[src/hdl/bounded_mru_list_top_assert.svh]
// Assertion macros shared by the MRU list RTL.
`ifndef BOUNDED_MRU_LIST_TOP_ASSERT_SVH
`define BOUNDED_MRU_LIST_TOP_ASSERT_SVH

// Condition must hold at every clock edge outside reset.
`define BMRU_ASSERT_ALWAYS(lbl, cond, msg) \
	lbl: assert property (@(posedge clk) disable iff (!arst_n) (cond)) else $error(msg);

// Antecedent implies consequent in the same cycle.
`define BMRU_ASSERT_IMPL(lbl, ante, cons, msg) \
	lbl: assert property (@(posedge clk) disable iff (!arst_n) (ante) |-> (cons)) \
		else $error(msg);

`endif

[src/hdl/bmru_pkg.sv]
// Types, sizes and codes of the MRU list.
package bmru_pkg;

	localparam int DEPTH     = 32;
	localparam int KEY_W     = 32;
	localparam int IDX_W     = $clog2(DEPTH);
	localparam int CNT_W     = $clog2(DEPTH + 1);
	localparam int IN_KEY_W  = 32;
	localparam int OUT_KEY_W = 32;
	localparam int POS_W     = 5;
	localparam int OUT_W     = 40;

	typedef logic [IDX_W-1:0] idx_t;
	typedef logic [CNT_W-1:0] cnt_t;
	typedef logic [KEY_W-1:0] key_t;

	localparam cnt_t FULL_CNT = cnt_t'(DEPTH);
	localparam cnt_t TAIL_IDX = cnt_t'(DEPTH - 1);

	typedef enum logic [1:0] {
		FN_PUSH   = 2'd0,
		FN_REMOVE = 2'd1,
		FN_DUMP   = 2'd2,
		FN_NONE   = 2'd3
	} func_t;

	typedef enum logic [3:0] {
		ST_IDLE,
		ST_SRD,
		ST_SCMP,
		ST_PRD,
		ST_PWR,
		ST_RRD,
		ST_RWR,
		ST_DRD,
		ST_DEM,
		ST_EMIT
	} state_t;

endpackage

[src/hdl/bounded_mru_list_top.sv]
// Bounded move-to-front MRU list of distinct keys, kept in one RAM.
//
// Input channel s_*: one transaction is one command. s_tuser carries the
// command (push, remove, dump), s_tdata the key. A command is taken only
// while the block is idle; an unused command code is dropped silently.
// Output channel m_*: one transaction per result, m_tlast on the final result
// of a command. Push and remove give one result, dump one result per entry
// (newest first), or a single not-found result when the list is empty.
// Keys live in a 32-entry RAM with registered read. A push or
// remove scans the RAM from the front, a read and then a compare per entry
// examined, then shifts by one slot, a read and then a write per entry moved,
// and then presents the result. A dump reads and emits one entry at a time.
// Throughput is one command at a time, set by the single RAM port pair that
// both scan and shift use.
// Reset clears the fill count and the control state; RAM content is left
// as is and never read above the fill count. A stalled receiver holds the
// output register; the block then waits before loading the next result, but
// a finished result in the register does not keep a new command from entering.
module bounded_mru_list_top (
	input  logic                          clk,
	input  logic                          arst_n,
	input  logic                          s_tvalid,
	output logic                          s_tready,
	// [31:0] item_key
	input  logic [bmru_pkg::IN_KEY_W-1:0] s_tdata,
	// [1:0] func
	input  logic [1:0]                    s_tuser,
	output logic                          m_tvalid,
	input  logic                          m_tready,
	// [0] found, [5:1] position, [6] evicted, [38:7] key_out, [39] zero fill
	output logic [bmru_pkg::OUT_W-1:0]    m_tdata,
	output logic                          m_tlast
);

	// Key RAM
	bmru_pkg::key_t mem [bmru_pkg::DEPTH];
	bmru_pkg::key_t rd_data_q;
	logic           rd_en;
	bmru_pkg::idx_t rd_addr;
	logic           wr_en;
	bmru_pkg::idx_t wr_addr;
	bmru_pkg::key_t wr_data;

	// Control
	bmru_pkg::state_t state_q, state_d;
	bmru_pkg::func_t  func_q;
	bmru_pkg::cnt_t   fill_q;
	bmru_pkg::cnt_t   idx_q;
	logic             out_valid_q;

	// Command payload and result under construction
	bmru_pkg::key_t   key_q;
	bmru_pkg::key_t   last_q;
	logic             found_q;
	bmru_pkg::cnt_t   pos_q;
	logic             evict_q;
	bmru_pkg::key_t   drop_q;

	// Output register
	logic                           out_found_q;
	logic [bmru_pkg::POS_W-1:0]     out_pos_q;
	logic                           out_evict_q;
	logic [bmru_pkg::OUT_KEY_W-1:0] out_key_q;
	logic                           out_last_q;

	logic           in_acc;
	logic           out_free;
	logic           hit;
	logic           at_end;
	logic           rm_done;
	logic           dump_last;
	logic           load_res;
	logic           load_dump;
	bmru_pkg::cnt_t idx_inc;
	bmru_pkg::cnt_t idx_dec;

	assign in_acc    = s_tvalid && s_tready;
	assign out_free  = !out_valid_q || m_tready;
	assign hit       = (rd_data_q == key_q);
	assign idx_inc   = bmru_pkg::cnt_t'(idx_q + 1'b1);
	assign idx_dec   = bmru_pkg::cnt_t'(idx_q - 1'b1);
	assign at_end    = (idx_q == fill_q);
	assign rm_done   = (idx_inc == fill_q);
	assign dump_last = (idx_inc == fill_q);

	// Next state
	always_comb begin
		state_d = state_q;
		unique case (state_q)
			bmru_pkg::ST_IDLE: begin
				if (in_acc) begin
					unique case (bmru_pkg::func_t'(s_tuser))
						bmru_pkg::FN_PUSH,
						bmru_pkg::FN_REMOVE: state_d = bmru_pkg::ST_SRD;
						bmru_pkg::FN_DUMP: begin
							state_d = (fill_q == '0) ? bmru_pkg::ST_EMIT : bmru_pkg::ST_DRD;
						end
						default: state_d = bmru_pkg::ST_IDLE;
					endcase
				end
			end
			bmru_pkg::ST_SRD: begin
				if (at_end) begin
					state_d = (func_q == bmru_pkg::FN_PUSH) ? bmru_pkg::ST_PRD : bmru_pkg::ST_EMIT;
				end else begin
					state_d = bmru_pkg::ST_SCMP;
				end
			end
			bmru_pkg::ST_SCMP: begin
				if (hit) begin
					state_d = (func_q == bmru_pkg::FN_PUSH) ? bmru_pkg::ST_PRD : bmru_pkg::ST_RRD;
				end else begin
					state_d = bmru_pkg::ST_SRD;
				end
			end
			bmru_pkg::ST_PRD: state_d = (idx_q == '0) ? bmru_pkg::ST_EMIT : bmru_pkg::ST_PWR;
			bmru_pkg::ST_PWR: state_d = bmru_pkg::ST_PRD;
			bmru_pkg::ST_RRD: state_d = rm_done ? bmru_pkg::ST_EMIT : bmru_pkg::ST_RWR;
			bmru_pkg::ST_RWR: state_d = bmru_pkg::ST_RRD;
			bmru_pkg::ST_DRD: state_d = bmru_pkg::ST_DEM;
			bmru_pkg::ST_DEM: begin
				if (out_free) begin
					state_d = dump_last ? bmru_pkg::ST_IDLE : bmru_pkg::ST_DRD;
				end
			end
			bmru_pkg::ST_EMIT: begin
				if (out_free) begin
					state_d = bmru_pkg::ST_IDLE;
				end
			end
			default: state_d = bmru_pkg::ST_IDLE;
		endcase
	end

	// Outputs of the sequencer: RAM port controls and output-register loads
	always_comb begin
		s_tready  = 1'b0;
		rd_en     = 1'b0;
		rd_addr   = idx_q[bmru_pkg::IDX_W-1:0];
		wr_en     = 1'b0;
		wr_addr   = idx_q[bmru_pkg::IDX_W-1:0];
		wr_data   = rd_data_q;
		load_res  = 1'b0;
		load_dump = 1'b0;
		unique case (state_q)
			bmru_pkg::ST_IDLE: s_tready = 1'b1;
			bmru_pkg::ST_SRD:  rd_en = !at_end;
			bmru_pkg::ST_PRD: begin
				if (idx_q == '0) begin
					wr_en   = 1'b1;
					wr_data = key_q;
				end else begin
					rd_en   = 1'b1;
					rd_addr = idx_dec[bmru_pkg::IDX_W-1:0];
				end
			end
			bmru_pkg::ST_PWR: wr_en = 1'b1;
			bmru_pkg::ST_RRD: begin
				rd_en   = !rm_done;
				rd_addr = idx_inc[bmru_pkg::IDX_W-1:0];
			end
			bmru_pkg::ST_RWR:  wr_en = 1'b1;
			bmru_pkg::ST_DRD:  rd_en = 1'b1;
			bmru_pkg::ST_DEM:  load_dump = out_free;
			bmru_pkg::ST_EMIT: load_res = out_free;
			default: ;
		endcase
	end

	// Key RAM, registered read
	always_ff @(posedge clk) begin
		if (rd_en) begin
			rd_data_q <= mem[rd_addr];
		end
		if (wr_en) begin
			mem[wr_addr] <= wr_data;
		end
	end

	// Control registers
	always_ff @(posedge clk or negedge arst_n) begin
		if (!arst_n) begin
			state_q     <= bmru_pkg::ST_IDLE;
			func_q      <= bmru_pkg::FN_PUSH;
			fill_q      <= '0;
			idx_q       <= '0;
			out_valid_q <= 1'b0;
		end else begin
			state_q <= state_d;
			if (load_res || load_dump) begin
				out_valid_q <= 1'b1;
			end else if (m_tready) begin
				out_valid_q <= 1'b0;
			end
			unique case (state_q)
				bmru_pkg::ST_IDLE: begin
					if (in_acc) begin
						func_q <= bmru_pkg::func_t'(s_tuser);
						idx_q  <= '0;
					end
				end
				bmru_pkg::ST_SRD: begin
					// Miss on push: open the front slot, dropping the tail if full
					if (at_end && func_q == bmru_pkg::FN_PUSH) begin
						if (fill_q == bmru_pkg::FULL_CNT) begin
							idx_q <= bmru_pkg::TAIL_IDX;
						end else begin
							idx_q  <= fill_q;
							fill_q <= bmru_pkg::cnt_t'(fill_q + 1'b1);
						end
					end
				end
				bmru_pkg::ST_SCMP: begin
					if (!hit) begin
						idx_q <= idx_inc;
					end
				end
				bmru_pkg::ST_PWR: idx_q <= idx_dec;
				bmru_pkg::ST_RRD: begin
					if (rm_done) begin
						fill_q <= bmru_pkg::cnt_t'(fill_q - 1'b1);
					end
				end
				bmru_pkg::ST_RWR: idx_q <= idx_inc;
				bmru_pkg::ST_DEM: begin
					if (out_free) begin
						idx_q <= idx_inc;
					end
				end
				default: ;
			endcase
		end
	end

	// Payload registers
	always_ff @(posedge clk) begin
		unique case (state_q)
			bmru_pkg::ST_IDLE: begin
				key_q   <= bmru_pkg::key_t'(s_tdata);
				found_q <= 1'b0;
				pos_q   <= '0;
				evict_q <= 1'b0;
				drop_q  <= '0;
			end
			bmru_pkg::ST_SRD: begin
				if (at_end && func_q == bmru_pkg::FN_PUSH && fill_q == bmru_pkg::FULL_CNT) begin
					evict_q <= 1'b1;
					drop_q  <= last_q;
				end
			end
			bmru_pkg::ST_SCMP: begin
				last_q <= rd_data_q;
				if (hit) begin
					found_q <= 1'b1;
					pos_q   <= idx_q;
				end
			end
			default: ;
		endcase

		if (load_res) begin
			out_found_q <= found_q;
			out_pos_q   <= pos_q[bmru_pkg::POS_W-1:0];
			out_evict_q <= evict_q;
			out_key_q   <= bmru_pkg::OUT_KEY_W'(drop_q);
			out_last_q  <= 1'b1;
		end else if (load_dump) begin
			out_found_q <= 1'b1;
			out_pos_q   <= idx_q[bmru_pkg::POS_W-1:0];
			out_evict_q <= 1'b0;
			out_key_q   <= bmru_pkg::OUT_KEY_W'(rd_data_q);
			out_last_q  <= dump_last;
		end
	end

	assign m_tvalid = out_valid_q;
	assign m_tlast  = out_last_q;
	assign m_tdata  = {1'b0, out_key_q, out_evict_q, out_pos_q, out_found_q};

	`include "bounded_mru_list_top_assert.svh"

	`BMRU_ASSERT_ALWAYS(a_fill_bound, fill_q <= bmru_pkg::FULL_CNT, "fill count above depth")
	`BMRU_ASSERT_IMPL(a_wr_in_list, wr_en, bmru_pkg::cnt_t'(wr_addr) < fill_q, "write above fill count")
	`BMRU_ASSERT_IMPL(a_miss_pos, m_tvalid && !out_found_q, out_pos_q == '0, "miss with nonzero position")
	`BMRU_ASSERT_IMPL(a_evict_miss, m_tvalid && out_evict_q, !out_found_q, "eviction on a hit")

endmodule

[config.mk]
export PLATFORM = sky130hd
export DESIGN_NAME = bounded_mru_list_top
export DESIGN_NICKNAME = d
export VERILOG_FILES = /design/src/hdl/bmru_pkg.sv /design/src/hdl/bounded_mru_list_top.sv
export VERILOG_INCLUDE_DIRS = /design/src /design/src/hdl
export SDC_FILE = /design/constraint.sdc
export NUM_CORES = 2
export LEC_CHECK = 0
export ABC_CLOCK_PERIOD_IN_PS = 14000
export BUFFER_PORTS_ARGS = -buffer_cell sky130_fd_sc_hd__buf_4
export CORE_ASPECT_RATIO = 1.25
export CORE_MARGIN = 10
export CORE_UTILIZATION = 45
export DETAILED_ROUTE_END_ITERATION = 10
export GPL_ROUTABILITY_DRIVEN = 1
export HOLD_SLACK_MARGIN = 0.08
export SYNTH_ARGS = -nofsm -noshare
export SYNTH_HDL_FRONTEND = slang
export SYNTH_SLANG_ARGS = --single-unit
[constraint.sdc]
create_clock -name clk -period 14 [get_ports clk]
set_input_delay 1.4 -clock clk [delete_from_list [all_inputs] [get_ports clk]]
set_output_delay 1.4 -clock clk [all_outputs]
set_load 0.05 [all_outputs]
[Yosys cells after proc, flatten, opt, wreduce, memory -nomap -nowiden]
Memories as Yosys holds them, arrays and structs flattened. A register that Yosys moved wholly into a read port is not among the register bits.
Cells that the tools add are included.
Cells by class
  $add $sub $neg: 4
  reduce and logical (&&, ||, !) cells: 27
  eq/ne operators: 24
  mux-type cells: 54
Operators with widths (number)
  two-way mux 32 bit: 5
  one-hot mux 32 bit (2 select lines): 1
  two-way mux 6 bit: 8
  one-hot mux 4 bit (10 select lines): 1
  one-hot mux 6 bit (6 select lines): 1
  == test 32 bit: 1
  two-way mux 4 bit: 8
  two-way mux 5 bit: 4
  one-hot mux 5 bit (2 select lines): 2
  inequality test 2 bit (second input constant): 9
  == test 4 x 3 -> 1 bit (second input constant): 4
  two-way mux 1 bit: 15
  adder 6 x 1 -> 6 bit (second input constant): 2
  == test 6 bit: 2
  logical NOT 6 bit: 2
  one-hot mux 6 bit (2 select lines): 1
  subtractor 6 x 1 -> 6 bit (second input constant): 2
  nonzero test 2 bit: 5
  two-way mux 3 bit: 3
  == test 4 x 2 -> 1 bit (second input constant): 2
  == test 4 bit (second input constant): 2
  one-hot mux 4 bit (2 select lines): 1
  == test 6 bit (second input constant): 1
  one-hot mux 1 bit (2 select lines): 3
  other kinds (15): 24
Word-level totals
  output and inout bits: 43
  bits in writable memories: 1024
  memories: 1
  flip-flop bits (word level): 162
  word-level logic and storage cells: 126
Memories
  mem: words 32, width 32, rd ports 1, clocked after Yosys merged registers in 1, write ports 1, RTL line bounded_mru_list_top.sv:36  | bmru_pkg::key_t mem [bmru_pkg::DEPTH];

[Logic depth before layout (Yosys ltp)]
  depth in word-level cells: 5
  depth in mapped cells: 14
  gate-level depth less buffers: 10

[Worst setup path before layout]
Ideal clock, no wire load.
  kind: reg-to-reg
  from: reg state_q[2]
  to: reg idx_q[3]
  arrival time: 5.608 ns
  stages on the path, launching flop included: 10
  setup slack: 8.309 ns
  clock period less this slack: 5.691 ns
  required time: 13.917 ns
  library setup time: 0.083 ns
  cell sequence: dfrtp_1 > clkbuf_1 > nor4b_1 > nand3_1 > nor4_1 > nand4_1 > nand4b_1 > clkbuf_1 > o21ai_0 > o21ai_0
Between the ends
  longest elaborated chain between the ends: 5
  elaborated cells between the ends (all ways): 15
  classes of those cells: eq/ne (9); mux (2); reduce/logical (4)
Ends and longest elaborated chain
  start: declaration: RTL line bounded_mru_list_top.sv:45  | bmru_pkg::state_t state_q, state_d;
  start signal: assignment: RTL line bounded_mru_list_top.sv:183  | state_q <= bmru_pkg::ST_IDLE;
  start signal: assignment: RTL line bounded_mru_list_top.sv:189  | state_q <= state_d;
  logical NOT 4 bit: RTL line bounded_mru_list_top.sv:145, bounded_mru_list_top.sv:195
  two-way mux 1 bit: RTL line bounded_mru_list_top.sv:145  | unique case (state_q)
  logical AND 1 bit: RTL line bounded_mru_list_top.sv:77  | assign in_acc = s_tvalid && s_tready;
  inequality test 2 bit (no line)
  AND reduction 5 bit (no line)
  end signal: assignment: RTL line bounded_mru_list_top.sv:206  | idx_q <= bmru_pkg::TAIL_IDX;
  end signal: assignment: RTL line bounded_mru_list_top.sv:208  | idx_q <= fill_q;
  end signal: assignment: RTL line bounded_mru_list_top.sv:215  | idx_q <= idx_inc;
  end: declaration: RTL line bounded_mru_list_top.sv:48  | bmru_pkg::cnt_t idx_q;
Several ways; a longest one is shown, not always the timed one.
A chain may end at the register's enable or synchronous reset.

[Worst setup path in the final report]
  from: reg idx_q[0]
  to: reg rd_data_q[21] (read register of mem) (data pin)
Between the ends
  longest elaborated chain between the ends: 4
  elaborated cells between the ends (all ways): 11
  classes of those cells: add/sub (2); eq/ne (2); mux (4); reduce/logical (3)
Ends and longest elaborated chain
  adder 6 x 1 -> 6 bit: RTL line bounded_mru_list_top.sv:80  | assign idx_inc = bmru_pkg::cnt_t'(idx_q + 1'b1);
  == test 6 bit: RTL line bounded_mru_list_top.sv:83  | assign rm_done = (idx_inc == fill_q);
  logical NOT 1 bit: RTL line bounded_mru_list_top.sv:159  | rd_en = !rm_done;
  one-hot mux 1 bit (4 select lines): RTL line bounded_mru_list_top.sv:145
  end: declaration: RTL line bounded_mru_list_top.sv:37  | bmru_pkg::key_t rd_data_q;
Several ways; a longest one is shown, not always the timed one.

==> run metrics <==
Peak Freq=between 150 and 200 MHz; CORE AREA=113000 sq um; CP endpoint kind=flip-flop; kind of critical path=reg2reg; std cell rows=about 140; sequential area share after synthesis=~70%; worst setup margin=8070 ps; Antenna Nets Post-Route=0; detailed placement HPWL=roughly 80000 microns; crit path cell chain=inv_1 > ha_1 > nor2b_1 > nand4_1 > buf_4 > o211ai_4 > buf_12 > buf_12 > buf_4 > mux2i_1 > mux2i_1 > o22ai_1 > a311oi_1; Via Count=~31000; mapped cell area=51300 sq um; final wirelength=roughly 140000 microns; I/O pin count=81; Max IR drop VDD=~0.0004 V; syn nets=roughly 3500; H-tree lvl count=3; Final Max Slew Viols=0; DR iter-0 viols=2747; antenna violations before repair=0; Syn-to-layout area delta=11.9%; Hold-fix buffers, CTS=0; TritonCTS clock tree=built; fin nets=around 3600; outcome=complete, no violations; Die Y=slightly below 400 microns; post-route cell area=roughly 57000 sq um; number of global-route vias before repair=between 20000 and 30000; DRT Pass-1 Iters=6; final routed DRC violation total=0; Initial Util=45.3%; Worst Path Max Fanout=between 100 and 150; first-pass GRT wire length=slightly above 200000 microns; Clock Tree Buf Depth=3; via/cell ratio=6.10; fin cells=5077; IO Port Bufs=79; clock-pin slew on the worst setup and hold paths=60 ps; pin count of the biggest net entering global routing=140; total negative slack=0 ps; gr usage total=approximately 21%; Final Cycle Share=between 40 and 50%; clk_lat worst skew=between 700 and 800 ps; Synth Warn #=0; Slowest-stage cell, CP=buf_4; EDFF count, synth=about 1200; GP Congestion=between 0.8 and 0.9; Max-slew headroom=15.5%; FF+latch count, synth=1218; Setup Skew=approximately 37 ps; # setup viols final=0; pre-CTS setup slack=between 8000 and 9000 ps; clock root cell=clkbuf_16; Final min period=slightly below 6000 ps; Pwr Density=about 250 nW/um^2; synthesized instance count=3490; synth unique cells=between 70 and 80; HP Class=reg2reg; layout cells sized above 1=12.3%; Max-Cap Viols=0; Required @ worst endpoint=14430 ps; Least-Margin Pin Slew=1260 ps; total clock sinks=1218; die area=around 130000 sq um; routed length per instance=roughly 28 microns; WP data arrival=between 6000 and 7000 ps; cell area after placement=between 50000 and 60000 sq um; total setup buffers inserted after CTS=0; max incr delay on CP=760 ps; FFs w/ async S/R, synth=1.56%; crit start category=flip-flop; Fin. Hold Viols=0; Design Power=approximately 14 mW; RSZ-0062 raised after global routing=no; syn avg cell area=14.7 sq um; Die W=about 320 microns; commonest register cell after synthesis=edfxtp_1; post-placement cell count=around 4900; Leak=19.5 nW; GR Overflow Total=0; cts bufs inserted=~110; CTS resizes=0
==> state kept, by name (all words and copies together), names as in the netlist, 2 cells and up <==
| register | cells |
|---|---|
| func_q | 2 |
| last_q | 32 |
| state_q | 4 |
| drop_q | 32 |
| rd_data_q | 32 |
| out_pos_q | 5 |
| out_key_q | 32 |
| pos_q | 5 |
| fill_q | 6 |
| key_q | 32 |
| idx_q | 6 |
| mem | 1024 |
==> cell type report <==
class | count | area [sq um]
Multi-Input combinational cell | 1976 | 14000
Timing Repair Buffer | 164 | 1270
Clock buffer | 138 | 2960
Clock inverter | 72 | 748
Sequential cell | 1218 | 36500
Tap cell | 1470 | 1840
Fill cell | 9333 | 55900
Inverter | 38 | 143
Antenna cell | 1 | 2.50
==> cell usage after synthesis, types with 42 or more instances <==
cell type | n | area share (%)
a221o_1 | 61 | 1.2
a32oi_1 | 61 | 1.0
buf_2 | 83 | 0.81
clkbuf_1 | 137 | 1.0
edfxtp_1 | 1198 | 70
mux2i_1 | 410 | 8.0
nand2_1 | 442 | 3.2
nand3_1 | 231 | 2.3
nand4_1 | 70 | 0.85
nor2_1 | 61 | 0.45
o21ai_0 | 108 | 1.1
o22ai_1 | 65 | 0.79
xnor2_1 | 42 | 0.72
==> through the flow <==
step | hold WS [ps] | utilization [%]
finish | 490 | 50.7
global route | 522 | 50.7
CTS | 494 | 50.7
detailed placement | 482 | 47.4
global placement | 482 | 47.4
floorplan | 480 | -
==> worst max-delay path: cells and delay by family (launching register included) <==
kind                       cells  cell delay, ps
adders and majority gates      1             310
muxes                          2             360
AOI/OAI and AO/OA              3             520
buffers and inverters          5            2820
and+or+nand+nor                2             710
DFF                            1             620
==> final timing paths <==
path,start,endpoint,slack (ps),depth (start not counted)
max,idx_q[0],rd_data_q[21],8070,13
min,m_tlast,m_tlast,490,2
max reg2reg,idx_q[0],rd_data_q[21],8070,13
min reg2reg,m_tlast,m_tlast,490,2
max in group asynchronous,arst_n,idx_q[0],13190,1
min in group asynchronous,arst_n,state_q[0],570,1
==> logic make-up after synthesis <==
group | share of synthesized area (%)
multiplexers | 8.90
adder cells (fa/ha/maj) | 0.259
buffers and inverters | 2.60
flip-flops | 71.1
AND/OR/NAND/NOR | 8.11
other | 0.00731
AO/OA/AOI/OAI | 8.15
XOR/XNOR | 0.888
==> routing by layer <==
metal / track usage (%) / wire length (microns) / share of wire, %
met5: 0 / 0 / 0
met4: 8.75 / 5300 / 3.8
met3: 3.40 / 10400 / 7.4
met2: 35.5 / 68300 / 49
met1: 28.2 / 56700 / 40
==> placed cells by master (no fill, tap or decap), drive strengths merged, types with 4 or more instances in the layout <==
| master | synthesis | layout |
|---|---|---|
| edfxtp | 1198 | 1198 |
| nand2 | 442 | 442 |
| mux2i | 410 | 410 |
| nand3 | 231 | 231 |
| buf | 121 | 164 |
| clkbuf | 137 | 138 |
| o21ai | 115 | 115 |
| nand4 | 70 | 70 |
| o22ai | 65 | 65 |
| a32oi | 62 | 62 |
| nor2 | 62 | 62 |
| a221o | 61 | 61 |
| clkinv | 0 | 50 |
| xnor2 | 42 | 42 |
| mux2 | 41 | 41 |
| inv | 38 | 40 |
| and2 | 38 | 38 |
| a31oi | 37 | 37 |
| o221ai | 34 | 34 |
| a311oi | 32 | 32 |
| o211ai | 32 | 32 |
| a22o | 29 | 29 |
| a21oi | 29 | 29 |
| o2111ai | 26 | 26 |
| dfrtp | 19 | 19 |
| bufinv | 0 | 13 |
| xor2 | 10 | 10 |
| nor3 | 10 | 10 |
| nand2b | 9 | 9 |
| ha | 9 | 9 |
| and3 | 8 | 8 |
| a211oi | 7 | 7 |
| clkinvlp | 0 | 7 |
| or3 | 6 | 6 |
| nor2b | 6 | 6 |
| a21o | 6 | 6 |
| nor4 | 6 | 6 |
| a221oi | 5 | 5 |
| or4 | 4 | 4 |
==> power by group <==
group          leakage (nW)  switching, mW  internal (mW)  total [mW]
Sequential             11.1          0.297           5.05        5.34
Clock                  1.79           1.36           1.75        3.11
Combinational          6.65           4.04           1.85        5.89
Total                  19.5           5.70           8.64        14.3
(Power assumes the default switching activity.)
